**config.mk**
```make
export PLATFORM = sky130hd
export DESIGN_NAME = multi_level_priority_fifo_top
export DESIGN_NICKNAME = d
export VERILOG_FILES = /design/src/rtl/mlpq_pkg.sv /design/src/rtl/multi_level_priority_fifo_top.sv /design/src/rtl/mlpq_level_cell.sv /design/src/rtl/mlpq_entry_store.sv
export SDC_FILE = /design/constraint.sdc
export NUM_CORES = 2
export LEC_CHECK = 0
export CELL_PAD_IN_SITES_DETAIL_PLACEMENT = 1
export CELL_PAD_IN_SITES_GLOBAL_PLACEMENT = 2
export CORE_ASPECT_RATIO = 1.1
export CORE_MARGIN = 3
export CORE_UTILIZATION = 27
export DETAILED_ROUTE_END_ITERATION = 12
export DONT_BUFFER_PORTS = 1
export PLACE_DENSITY_LB_ADDON = 0.1
export SYNTH_ARGS = -nofsm -noshare
export SYNTH_HDL_FRONTEND = slang
export SYNTH_SLANG_ARGS = --single-unit
```
**constraint.sdc**
```tcl
create_clock -name clk -period 10.88 [get_ports clk]
set_clock_uncertainty 0.15 [all_clocks]
set_input_delay 0 -clock clk [delete_from_list [all_inputs] [get_ports clk]]
set_output_delay 0 -clock clk [all_outputs]
set_load 0.03 [all_outputs]
```
**src/rtl/mlpq_pkg.sv**
```systemverilog
`timescale 1ns / 1ps
// ----------------------------------------------------------------------------
// mlpq_pkg: shared types and constants of the multi-level priority FIFO
// Holds the payload structs, the controller states, status and action codes
// and the default sizes handed to the top level.
// ----------------------------------------------------------------------------
package mlpq_pkg;

  localparam int LEVELS_DEF   = 16;
  localparam int CAPACITY_DEF = 64;
  localparam int ID_BITS_DEF  = 16;

  localparam logic [3:0] TOP_LEVEL_RST = 4'd15;

  // Word index of the only configuration register.
  localparam logic REG_TOP_LEVEL = 1'b0;

  localparam logic ACT_ENQ = 1'b0;
  localparam logic ACT_DEQ = 1'b1;

  localparam logic [1:0] STAT_OK      = 2'd0;
  localparam logic [1:0] STAT_EMPTY   = 2'd1;
  localparam logic [1:0] STAT_FULL    = 2'd2;
  localparam logic [1:0] STAT_BADPRIO = 2'd3;

  typedef struct packed {
    logic        action;
    logic [15:0] item_id;
    logic [3:0]  item_priority;
  } in_item_t;

  typedef struct packed {
    logic [1:0]  status;
    logic [15:0] out_id;
    logic [3:0]  out_priority;
    logic [6:0]  waiting_total;
  } out_item_t;

  typedef enum logic {
    ST_IDLE,
    ST_EXEC
  } state_t;

endpackage

```
**src/rtl/multi_level_priority_fifo_top.sv**
```systemverilog
`timescale 1ns / 1ps
// ----------------------------------------------------------------------------
// multi_level_priority_fifo_top: strict-priority queue of per-level FIFOs
// Levels are linked lists through one shared entry store with a free list;
// a row of level cells holds the list heads and finds the serving level.
// ----------------------------------------------------------------------------
// Each item passes the idle state and then the execute state: in the cycle of
// its transfer the level cells search for the serving level and the entry
// memories are read, and in the execute state the lists and memories are
// updated and the result is loaded into the output register. The item after
// it is taken while that result waits; a result not taken in time holds the block in its update cycle.
// No clearing pass follows reset: a fill count supplies the initial free
// chain, so items are taken from the first cycle after reset.
module multi_level_priority_fifo_top #(
  parameter int LEVELS   = mlpq_pkg::LEVELS_DEF,
  parameter int CAPACITY = mlpq_pkg::CAPACITY_DEF,
  parameter int ID_BITS  = mlpq_pkg::ID_BITS_DEF
) (
  input  logic                clk,
  input  logic                rst_n,
  input  logic                in_valid,
  output logic                in_ready,
  input  mlpq_pkg::in_item_t  in_data,
  output logic                out_valid,
  input  logic                out_ready,
  output mlpq_pkg::out_item_t out_data,
  input  logic                psel,
  input  logic                penable,
  input  logic                pwrite,
  input  logic [2:0]          paddr,
  input  logic [31:0]         pwdata,
  output logic [31:0]         prdata,
  output logic                pready
);

  import mlpq_pkg::*;

  localparam int LW = $clog2(LEVELS);
  localparam int AW = $clog2(CAPACITY);
  localparam int CW = $clog2(CAPACITY + 1);

  state_t              state_r, state_nxt;
  logic [3:0]          top_level_r;
  logic [AW-1:0]       free_head_r, free_head_nxt;
  logic [CW-1:0]       used_r, used_nxt;
  logic                act_r;
  logic [ID_BITS-1:0]  id_r;
  logic [LW-1:0]       lvl_r;
  logic [1:0]          stat_r;
  logic [AW-1:0]       addr_r;
  logic                out_valid_r;
  out_item_t           out_data_r;

  logic                accept;
  logic                exec_done;
  logic [LW-1:0]       top_use;
  logic [LW-1:0]       lvl_c;
  logic [1:0]          stat_c;
  logic [AW-1:0]       addr_c;
  logic                upd_ok;
  logic                enq_ok;
  logic                deq_ok;
  logic [AW-1:0]       upd_entry;

  logic                found_w [LEVELS+1];
  logic [LW-1:0]       lvl_w   [LEVELS+1];
  logic [AW-1:0]       head_w  [LEVELS+1];
  logic [AW-1:0]       tail_a  [LEVELS];
  logic                busy_a  [LEVELS];

  logic [ID_BITS-1:0]  rd_id;
  logic [AW-1:0]       rd_next;
  logic                rd_fresh;

  // Configuration port
  assign pready = 1'b1;

  always_ff @(posedge clk) begin
    if (!rst_n) begin
      top_level_r <= TOP_LEVEL_RST;
    end else if (psel && penable && pwrite && pready && (paddr[2] == REG_TOP_LEVEL)) begin
      top_level_r <= pwdata[3:0];
    end
  end

  assign prdata = (paddr[2] == REG_TOP_LEVEL) ? {28'd0, top_level_r} : 32'd0;

  // A top level beyond the last cell acts as the last cell.
  assign top_use = (int'(top_level_r) > LEVELS - 1) ? LW'(LEVELS - 1) : LW'(top_level_r);

  // Level cells, searched from the highest index down.
  assign found_w[LEVELS] = 1'b0;
  assign lvl_w[LEVELS]   = '0;
  assign head_w[LEVELS]  = '0;

  for (genvar k = 0; k < LEVELS; k++) begin : g_cell
    mlpq_level_cell #(
      .LEVELS   (LEVELS),
      .CAPACITY (CAPACITY),
      .INDEX    (k)
    ) u_cell (
      .clk       (clk),
      .rst_n     (rst_n),
      .top_use   (top_use),
      .found_in  (found_w[k+1]),
      .lvl_in    (lvl_w[k+1]),
      .head_in   (head_w[k+1]),
      .found_out (found_w[k]),
      .lvl_out   (lvl_w[k]),
      .head_out  (head_w[k]),
      .upd_en    (upd_ok),
      .upd_enq   (act_r == ACT_ENQ),
      .upd_lvl   (lvl_r),
      .upd_entry (upd_entry),
      .tail      (tail_a[k]),
      .nonempty  (busy_a[k])
    );
  end

  // Decision at transfer time.
  always_comb begin
    if (in_data.action == ACT_ENQ) begin
      lvl_c  = LW'(in_data.item_priority);
      addr_c = free_head_r;
      if ((in_data.item_priority == 4'd0) || (int'(in_data.item_priority) > int'(top_use))) begin
        stat_c = STAT_BADPRIO;
      end else if (used_r >= CW'(CAPACITY)) begin
        stat_c = STAT_FULL;
      end else begin
        stat_c = STAT_OK;
      end
    end else begin
      lvl_c  = lvl_w[0];
      addr_c = head_w[0];
      stat_c = found_w[0] ? STAT_OK : STAT_EMPTY;
    end
  end

  always_ff @(posedge clk) begin
    if (accept) begin
      act_r  <= in_data.action;
      id_r   <= ID_BITS'(in_data.item_id);
      lvl_r  <= lvl_c;
      stat_r <= stat_c;
      addr_r <= addr_c;
    end
  end

  // Controller
  always_comb begin
    state_nxt = state_r;
    unique case (state_r)
      ST_IDLE: begin
        if (in_valid) begin
          state_nxt = ST_EXEC;
        end
      end
      ST_EXEC: begin
        if (!out_valid_r || out_ready) begin
          state_nxt = ST_IDLE;
        end
      end
      default: state_nxt = ST_IDLE;
    endcase
  end

  always_comb begin
    in_ready  = 1'b0;
    exec_done = 1'b0;
    unique case (state_r)
      ST_IDLE: in_ready = 1'b1;
      ST_EXEC: exec_done = !out_valid_r || out_ready;
      default: begin
        in_ready  = 1'b0;
        exec_done = 1'b0;
      end
    endcase
  end

  assign accept = in_valid && in_ready;

  always_ff @(posedge clk) begin
    if (!rst_n) begin
      state_r <= ST_IDLE;
    end else begin
      state_r <= state_nxt;
    end
  end

  // Update cycle
  assign upd_ok    = exec_done && (stat_r == STAT_OK);
  assign enq_ok    = upd_ok && (act_r == ACT_ENQ);
  assign deq_ok    = upd_ok && (act_r == ACT_DEQ);
  assign upd_entry = (act_r == ACT_ENQ) ? addr_r : rd_next;

  always_comb begin
    free_head_nxt = free_head_r;
    used_nxt      = used_r;
    if (enq_ok) begin
      free_head_nxt = rd_next;
      used_nxt      = used_r + CW'(1);
    end else if (deq_ok) begin
      free_head_nxt = addr_r;
      used_nxt      = used_r - CW'(1);
    end
  end

  always_ff @(posedge clk) begin
    if (!rst_n) begin
      free_head_r <= '0;
      used_r      <= '0;
    end else begin
      free_head_r <= free_head_nxt;
      used_r      <= used_nxt;
    end
  end

  mlpq_entry_store #(
    .CAPACITY (CAPACITY),
    .ID_BITS  (ID_BITS)
  ) u_store (
    .clk      (clk),
    .rst_n    (rst_n),
    .rd_en    (accept),
    .rd_addr  (addr_c),
    .rd_id    (rd_id),
    .rd_next  (rd_next),
    .rd_fresh (rd_fresh),
    .id_we    (enq_ok),
    .id_waddr (addr_r),
    .id_wdata (id_r),
    // An append links the old tail; a removal pushes the entry on the free list.
    .nx_we    (deq_ok || (enq_ok && busy_a[lvl_r])),
    .nx_waddr (deq_ok ? addr_r : tail_a[lvl_r]),
    .nx_wdata (deq_ok ? free_head_r : addr_r),
    .alloc    (enq_ok && rd_fresh)
  );

  // Output register
  always_ff @(posedge clk) begin
    if (!rst_n) begin
      out_valid_r <= 1'b0;
    end else if (exec_done) begin
      out_valid_r <= 1'b1;
    end else if (out_ready) begin
      out_valid_r <= 1'b0;
    end
  end

  always_ff @(posedge clk) begin
    if (exec_done) begin
      out_data_r.status        <= stat_r;
      out_data_r.out_id        <= deq_ok ? 16'(rd_id) : 16'd0;
      out_data_r.out_priority  <= deq_ok ? 4'(lvl_r) : 4'd0;
      out_data_r.waiting_total <= 7'(used_nxt);
    end
  end

  assign out_valid = out_valid_r;
  assign out_data  = out_data_r;

endmodule

```
**src/rtl/mlpq_level_cell.sv**
```systemverilog
`timescale 1ns / 1ps
// ----------------------------------------------------------------------------
// mlpq_level_cell: one priority level of the queue
// Holds head, tail and count of its level's linked list and takes part in
// the top-down search chain that picks the highest non-empty level.
// ----------------------------------------------------------------------------
module mlpq_level_cell #(
  parameter int LEVELS   = 16,
  parameter int CAPACITY = 64,
  parameter int INDEX    = 0
) (
  input  logic                        clk,
  input  logic                        rst_n,
  input  logic [$clog2(LEVELS)-1:0]   top_use,
  // search chain, from the level above
  input  logic                        found_in,
  input  logic [$clog2(LEVELS)-1:0]   lvl_in,
  input  logic [$clog2(CAPACITY)-1:0] head_in,
  // search chain, to the level below
  output logic                        found_out,
  output logic [$clog2(LEVELS)-1:0]   lvl_out,
  output logic [$clog2(CAPACITY)-1:0] head_out,
  // list update
  input  logic                        upd_en,
  input  logic                        upd_enq,
  input  logic [$clog2(LEVELS)-1:0]   upd_lvl,
  input  logic [$clog2(CAPACITY)-1:0] upd_entry,
  output logic [$clog2(CAPACITY)-1:0] tail,
  output logic                        nonempty
);

  import mlpq_pkg::*;

  localparam int LW = $clog2(LEVELS);
  localparam int AW = $clog2(CAPACITY);
  localparam int CW = $clog2(CAPACITY + 1);

  logic [AW-1:0] head_r, head_nxt;
  logic [AW-1:0] tail_r, tail_nxt;
  logic [CW-1:0] count_r, count_nxt;
  logic          enabled;
  logic          hit;

  assign enabled  = (INDEX != 0) && (LW'(INDEX) <= top_use);
  assign nonempty = (count_r != '0);
  assign tail     = tail_r;

  // The first enabled non-empty level met from the top claims the search.
  always_comb begin
    if (!found_in && enabled && nonempty) begin
      found_out = 1'b1;
      lvl_out   = LW'(INDEX);
      head_out  = head_r;
    end else begin
      found_out = found_in;
      lvl_out   = lvl_in;
      head_out  = head_in;
    end
  end

  assign hit = upd_en && (upd_lvl == LW'(INDEX));

  always_comb begin
    head_nxt  = head_r;
    tail_nxt  = tail_r;
    count_nxt = count_r;
    if (hit) begin
      if (upd_enq) begin
        if (!nonempty) begin
          head_nxt = upd_entry;
        end
        tail_nxt  = upd_entry;
        count_nxt = count_r + CW'(1);
      end else begin
        count_nxt = count_r - CW'(1);
        if (count_r == CW'(1)) begin
          head_nxt = '0;
          tail_nxt = '0;
        end else begin
          head_nxt = upd_entry;
        end
      end
    end
  end

  always_ff @(posedge clk) begin
    if (!rst_n) begin
      head_r  <= '0;
      tail_r  <= '0;
      count_r <= '0;
    end else begin
      head_r  <= head_nxt;
      tail_r  <= tail_nxt;
      count_r <= count_nxt;
    end
  end

endmodule

```
**src/rtl/mlpq_entry_store.sv**
```systemverilog
`timescale 1ns / 1ps
// ----------------------------------------------------------------------------
// mlpq_entry_store: shared entry memories of the queue
// Holds the id and the next link of every entry. A fill count stands in for
// the initial free chain: an entry never handed out links to its successor.
// ----------------------------------------------------------------------------
module mlpq_entry_store #(
  parameter int CAPACITY = 64,
  parameter int ID_BITS  = 16
) (
  input  logic                        clk,
  input  logic                        rst_n,
  input  logic                        rd_en,
  input  logic [$clog2(CAPACITY)-1:0] rd_addr,
  output logic [ID_BITS-1:0]          rd_id,
  output logic [$clog2(CAPACITY)-1:0] rd_next,
  output logic                        rd_fresh,
  input  logic                        id_we,
  input  logic [$clog2(CAPACITY)-1:0] id_waddr,
  input  logic [ID_BITS-1:0]          id_wdata,
  input  logic                        nx_we,
  input  logic [$clog2(CAPACITY)-1:0] nx_waddr,
  input  logic [$clog2(CAPACITY)-1:0] nx_wdata,
  input  logic                        alloc
);

  import mlpq_pkg::*;

  localparam int AW = $clog2(CAPACITY);
  localparam int CW = $clog2(CAPACITY + 1);

  logic [ID_BITS-1:0] id_mem [CAPACITY];
  logic [AW-1:0]      nx_mem [CAPACITY];

  logic [ID_BITS-1:0] id_q_r;
  logic [AW-1:0]      nx_q_r;
  logic [AW-1:0]      succ_r;
  logic               fresh_hit_r;
  logic [CW-1:0]      fill_r, fill_nxt;

  always_ff @(posedge clk) begin
    if (id_we) begin
      id_mem[id_waddr] <= id_wdata;
    end
    if (rd_en) begin
      id_q_r <= id_mem[rd_addr];
    end
  end

  always_ff @(posedge clk) begin
    if (nx_we) begin
      nx_mem[nx_waddr] <= nx_wdata;
    end
    if (rd_en) begin
      nx_q_r <= nx_mem[rd_addr];
    end
  end

  // Entries at or above the fill count still hold their reset link.
  always_ff @(posedge clk) begin
    if (rd_en) begin
      fresh_hit_r <= (CW'(rd_addr) >= fill_r);
      succ_r      <= (rd_addr == AW'(CAPACITY - 1)) ? '0 : rd_addr + AW'(1);
    end
  end

  assign fill_nxt = alloc ? fill_r + CW'(1) : fill_r;

  always_ff @(posedge clk) begin
    if (!rst_n) begin
      fill_r <= '0;
    end else begin
      fill_r <= fill_nxt;
    end
  end

  assign rd_id    = id_q_r;
  assign rd_next  = fresh_hit_r ? succ_r : nx_q_r;
  assign rd_fresh = fresh_hit_r;

endmodule

```
==> results.json <==
{
  "p_clk_frac": 0.425,
  "grt.overflow.total": 0,
  "synth_area_mm2": 0.0795,
  "slowest_stage": "a221oi_1",
  "cts_resized": 0,
  "grt_max_degree": 324,
  "clkTransAtPathRegs_ns": 0.06,
  "synth-edff-count": 1495,
  "ios": 127,
  "sw_frac_of_total": 0.265,
  "ant_nets": 0,
  "firstDrtPassIters": 5,
  "die_y_um": 575,
  "netlist_top_cells_area": "edfxtp_1 (56%), dfxtp_1 (8.2%), nand2_1 (4.7%), mux2i_1 (2.7%), a21oi_1 (2.0%)",
  "drtIter0Drc": 3878,
  "start_util": 0.272,
  "rsz0062_at_grt": "false",
  "dp_hpwl_um": 181000,
  "syn_avg_cell_area_um2": 12.4,
  "die_w_um": 523,
  "drcViolationCount": 0,
  "fp-row-count": 208,
  "combPwrFrac": 0.111,
  "finalPower_mw": 16.6,
  "cts_sinks": 1819,
  "netlist.area_leader.share": 0.565,
  "ir_worst_vdd_v": 0.000131,
  "synth-seq-cells": 1819,
  "clkLatencyLatePin_ns": 0.88,
  "hold_ws_ns": 0.134,
  "clock-root-buffer": "clkbuf_16",
  "num_vias": 52900,
  "io_buffers": 0,
  "arrival_ns": 7.82,
  "ys.flop_type": "edfxtp_1",
  "p_switching_mw": 4.40,
  "ys_types": 88,
  "routed_wl_um": 296000,
  "seq_power_share": 0.464,
  "finalHoldViolCount": 0,
  "netlist_instances": 6386,
  "syn_to_final_growth_pct": 15.5,
  "final_max_slew_viol_count": 0,
  "grt_pass1_vias": 54700,
  "powerDensity_mw_per_mm2": 181,
  "fmax_ghz": 0.138,
  "antenna_found_initial": 25,
  "async_flop_share": 0,
  "synth.largest_area_cell": "edfxtp_1",
  "worstSetupPathType": "reg -> reg",
  "required_ns": 11.44,
  "holdCritPathClass": "in -> reg",
  "power.leakage_nw": 31.6,
  "cts_buffers": 215,
  "gp_congestion": 0.788,
  "die_area_mm2": 0.301,
  "drv_cap": 0,
  "fin_crit_sh": 0.667,
  "ys_seq_area_frac": 0.647,
  "slew_headroom": 0.124,
  "cts_buffer_depth": 4,
  "core_mm2": 0.293,
  "groute.usage.overall": 0.192,
  "max_slew.worst_pin.slew_ns": 1.30,
  "fin_tns_setup_ns": 0,
  "routed_via_density": 5.04,
  "cp-start-kind": "flip-flop",
  "status": "finished clean",
  "htreeDepth": 4,
  "grt_pass1_wl_um": 419000,
  "critPathMaxFanout": 98,
  "setup_viol": 0,
  "layout-drive-gt1-share": 0.108,
  "max_stage_delay_ns": 0.99,
  "nNetsFinal": 6574,
  "layout_min_cycle_time_ns": 7.26,
  "p_int_mw": 12.2,
  "yosysWarnings": 0,
  "path_cells": "nor4_1 -> a21boi_1 -> o21ai_2 -> nand3_2 -> a211oi_1 -> nor3_1 -> o21a_4 -> inv_6 -> buf_12 -> mux2_2 -> a22oi_1 -> and3_1 -> a221oi_1 -> nor4b_2",
  "wl_per_cell_um": 28.2,
  "cts_tree": "built",
  "cp-end-kind": "flip-flop"
}
-- Yosys cell counts (all sizes together), types with 73 or more instances --
library cell  count
a21oi           317
a22oi           174
a311oi          109
and2            117
and3            146
buf             174
clkbuf          295
dfxtp           324
edfxtp         1495
ha               76
inv             148
mux2             73
mux2i           218
nand2           992
nand3           114
nor2            235
nor2b           128
o211a           108
o211ai          192
o21ai           136
xnor2            86
-- final timing paths --
path / from / to / slack (ns) / depth (start not counted)
worst max-delay path: g_cell[15].u_cell.count_r[2] / u_store.rd_id[11] / 3.62 / 14
worst min-delay path: rst_n / g_cell[7].u_cell.count_r[5] / 0.13 / 3
worst max register to register: g_cell[15].u_cell.count_r[2] / u_store.rd_id[11] / 3.62 / 14
worst min register to register: g_cell[6].u_cell.tail[0] / g_cell[6].u_cell.tail[0] / 0.32 / 2
-- area by class of cell --
| type | count | area, um^2 |
|---|---|---|
| antenna | 10 | 25.0 |
| clock buffer | 276 | 5710 |
| clock inverter | 111 | 1020 |
| fill | 31300 | 201000 |
| inverter | 148 | 577 |
| multi-input combinational | 3977 | 25800 |
| sequential | 1819 | 51400 |
| tap | 3885 | 4860 |
| timing repair buffer | 274 | 2380 |
-- critical path: cells and delay by family, from the launching register on --
family,cells,cell delay (ns)
flops,1,0.39
compound gates,6,3.21
mux,1,0.25
buf+inv,2,1.03
simple gates,5,1.98
-- layer usage --
metal	vias to the layer above	track usage	wire [um]
li1	24100	-	-
met5	-	0	19
met3	360	0.0225	10600
met1	27500	0.245	127000
met2	915	0.340	150000
met4	4	0.0549	8550
-- power by group through the flow --
| stage | clock [mW] | combinational [mW] | sequential (mW) |
|---|---|---|---|
| after global routing | 7.57 | 1.99 | 7.70 |
| final | 7.05 | 1.84 | 7.70 |
| after detailed placement | 0 | 1.85 | 7.84 |
| after global placement | 0 | 1.84 | 7.85 |
| after floorplan | 0 | 1.04 | 7.83 |
| after CTS | 7.30 | 1.90 | 7.70 |
-- sequential cells by signal, summed over array words and instances (netlist names) --
signal / cells
act_r: 1
addr_r: 6
free_head_r: 6
g_cell.u_cell.count_r: 112
g_cell.u_cell.head_r: 90
g_cell.u_cell.tail: 96
id_r: 16
lvl_r: 4
out_data: 29
out_valid: 1
stat_r: 2
state_r: 1
top_level_r: 4
u_store.fill_r: 7
u_store.id_mem: 1024
u_store.nx_mem: 384
u_store.nx_q_r: 6
u_store.rd_fresh: 1
u_store.rd_id: 16
u_store.succ_r: 6
used_r: 7
-- through the flow --
step	std cells	area [um^2]	worst slack, ns	utilization
after floorplan	6413	79600	6.05	-
after CTS	10500	91700	3.60	0.313
after global routing	10500	91700	3.24	0.314
final	10500	91800	3.62	0.314
after global placement	10000	84300	3.59	0.288
after detailed placement	10000	84300	3.64	0.288
-- cell families after synthesis --
family,count (synthesis),share of synthesized area
AND/OR/NAND/NOR,2058,0.123
buffers and inverters,617,0.0340
adder cells (fa/ha/maj),76,0.0120
flip-flops,1819,0.647
XOR/XNOR,111,0.0122
multiplexers,325,0.0474
other,2,0.0000945
AO/OA/AOI/OAI,1378,0.124
-- layout by cell type (no fill, tap or decap), drive strengths merged, types with 109 or more instances in the layout --
cell type	Yosys	final
edfxtp	1495	1495
clkbuf	295	276
nand2	992	992
o21ai	136	136
and2	117	117
nand3	114	114
dfxtp	324	324
buf	174	210
a22oi	174	174
inv	148	153
nor2	235	235
nor2b	128	128
mux2i	218	218
o211ai	192	192
a311oi	109	109
a21oi	317	317
and3	146	146
-- timing repair --
action / CTS / global route
hold endpoints to repair: 398 / 0
hold buffers: 65 / 0
buffers inserted: 0 / 0
(Power assumes the default switching activity.)
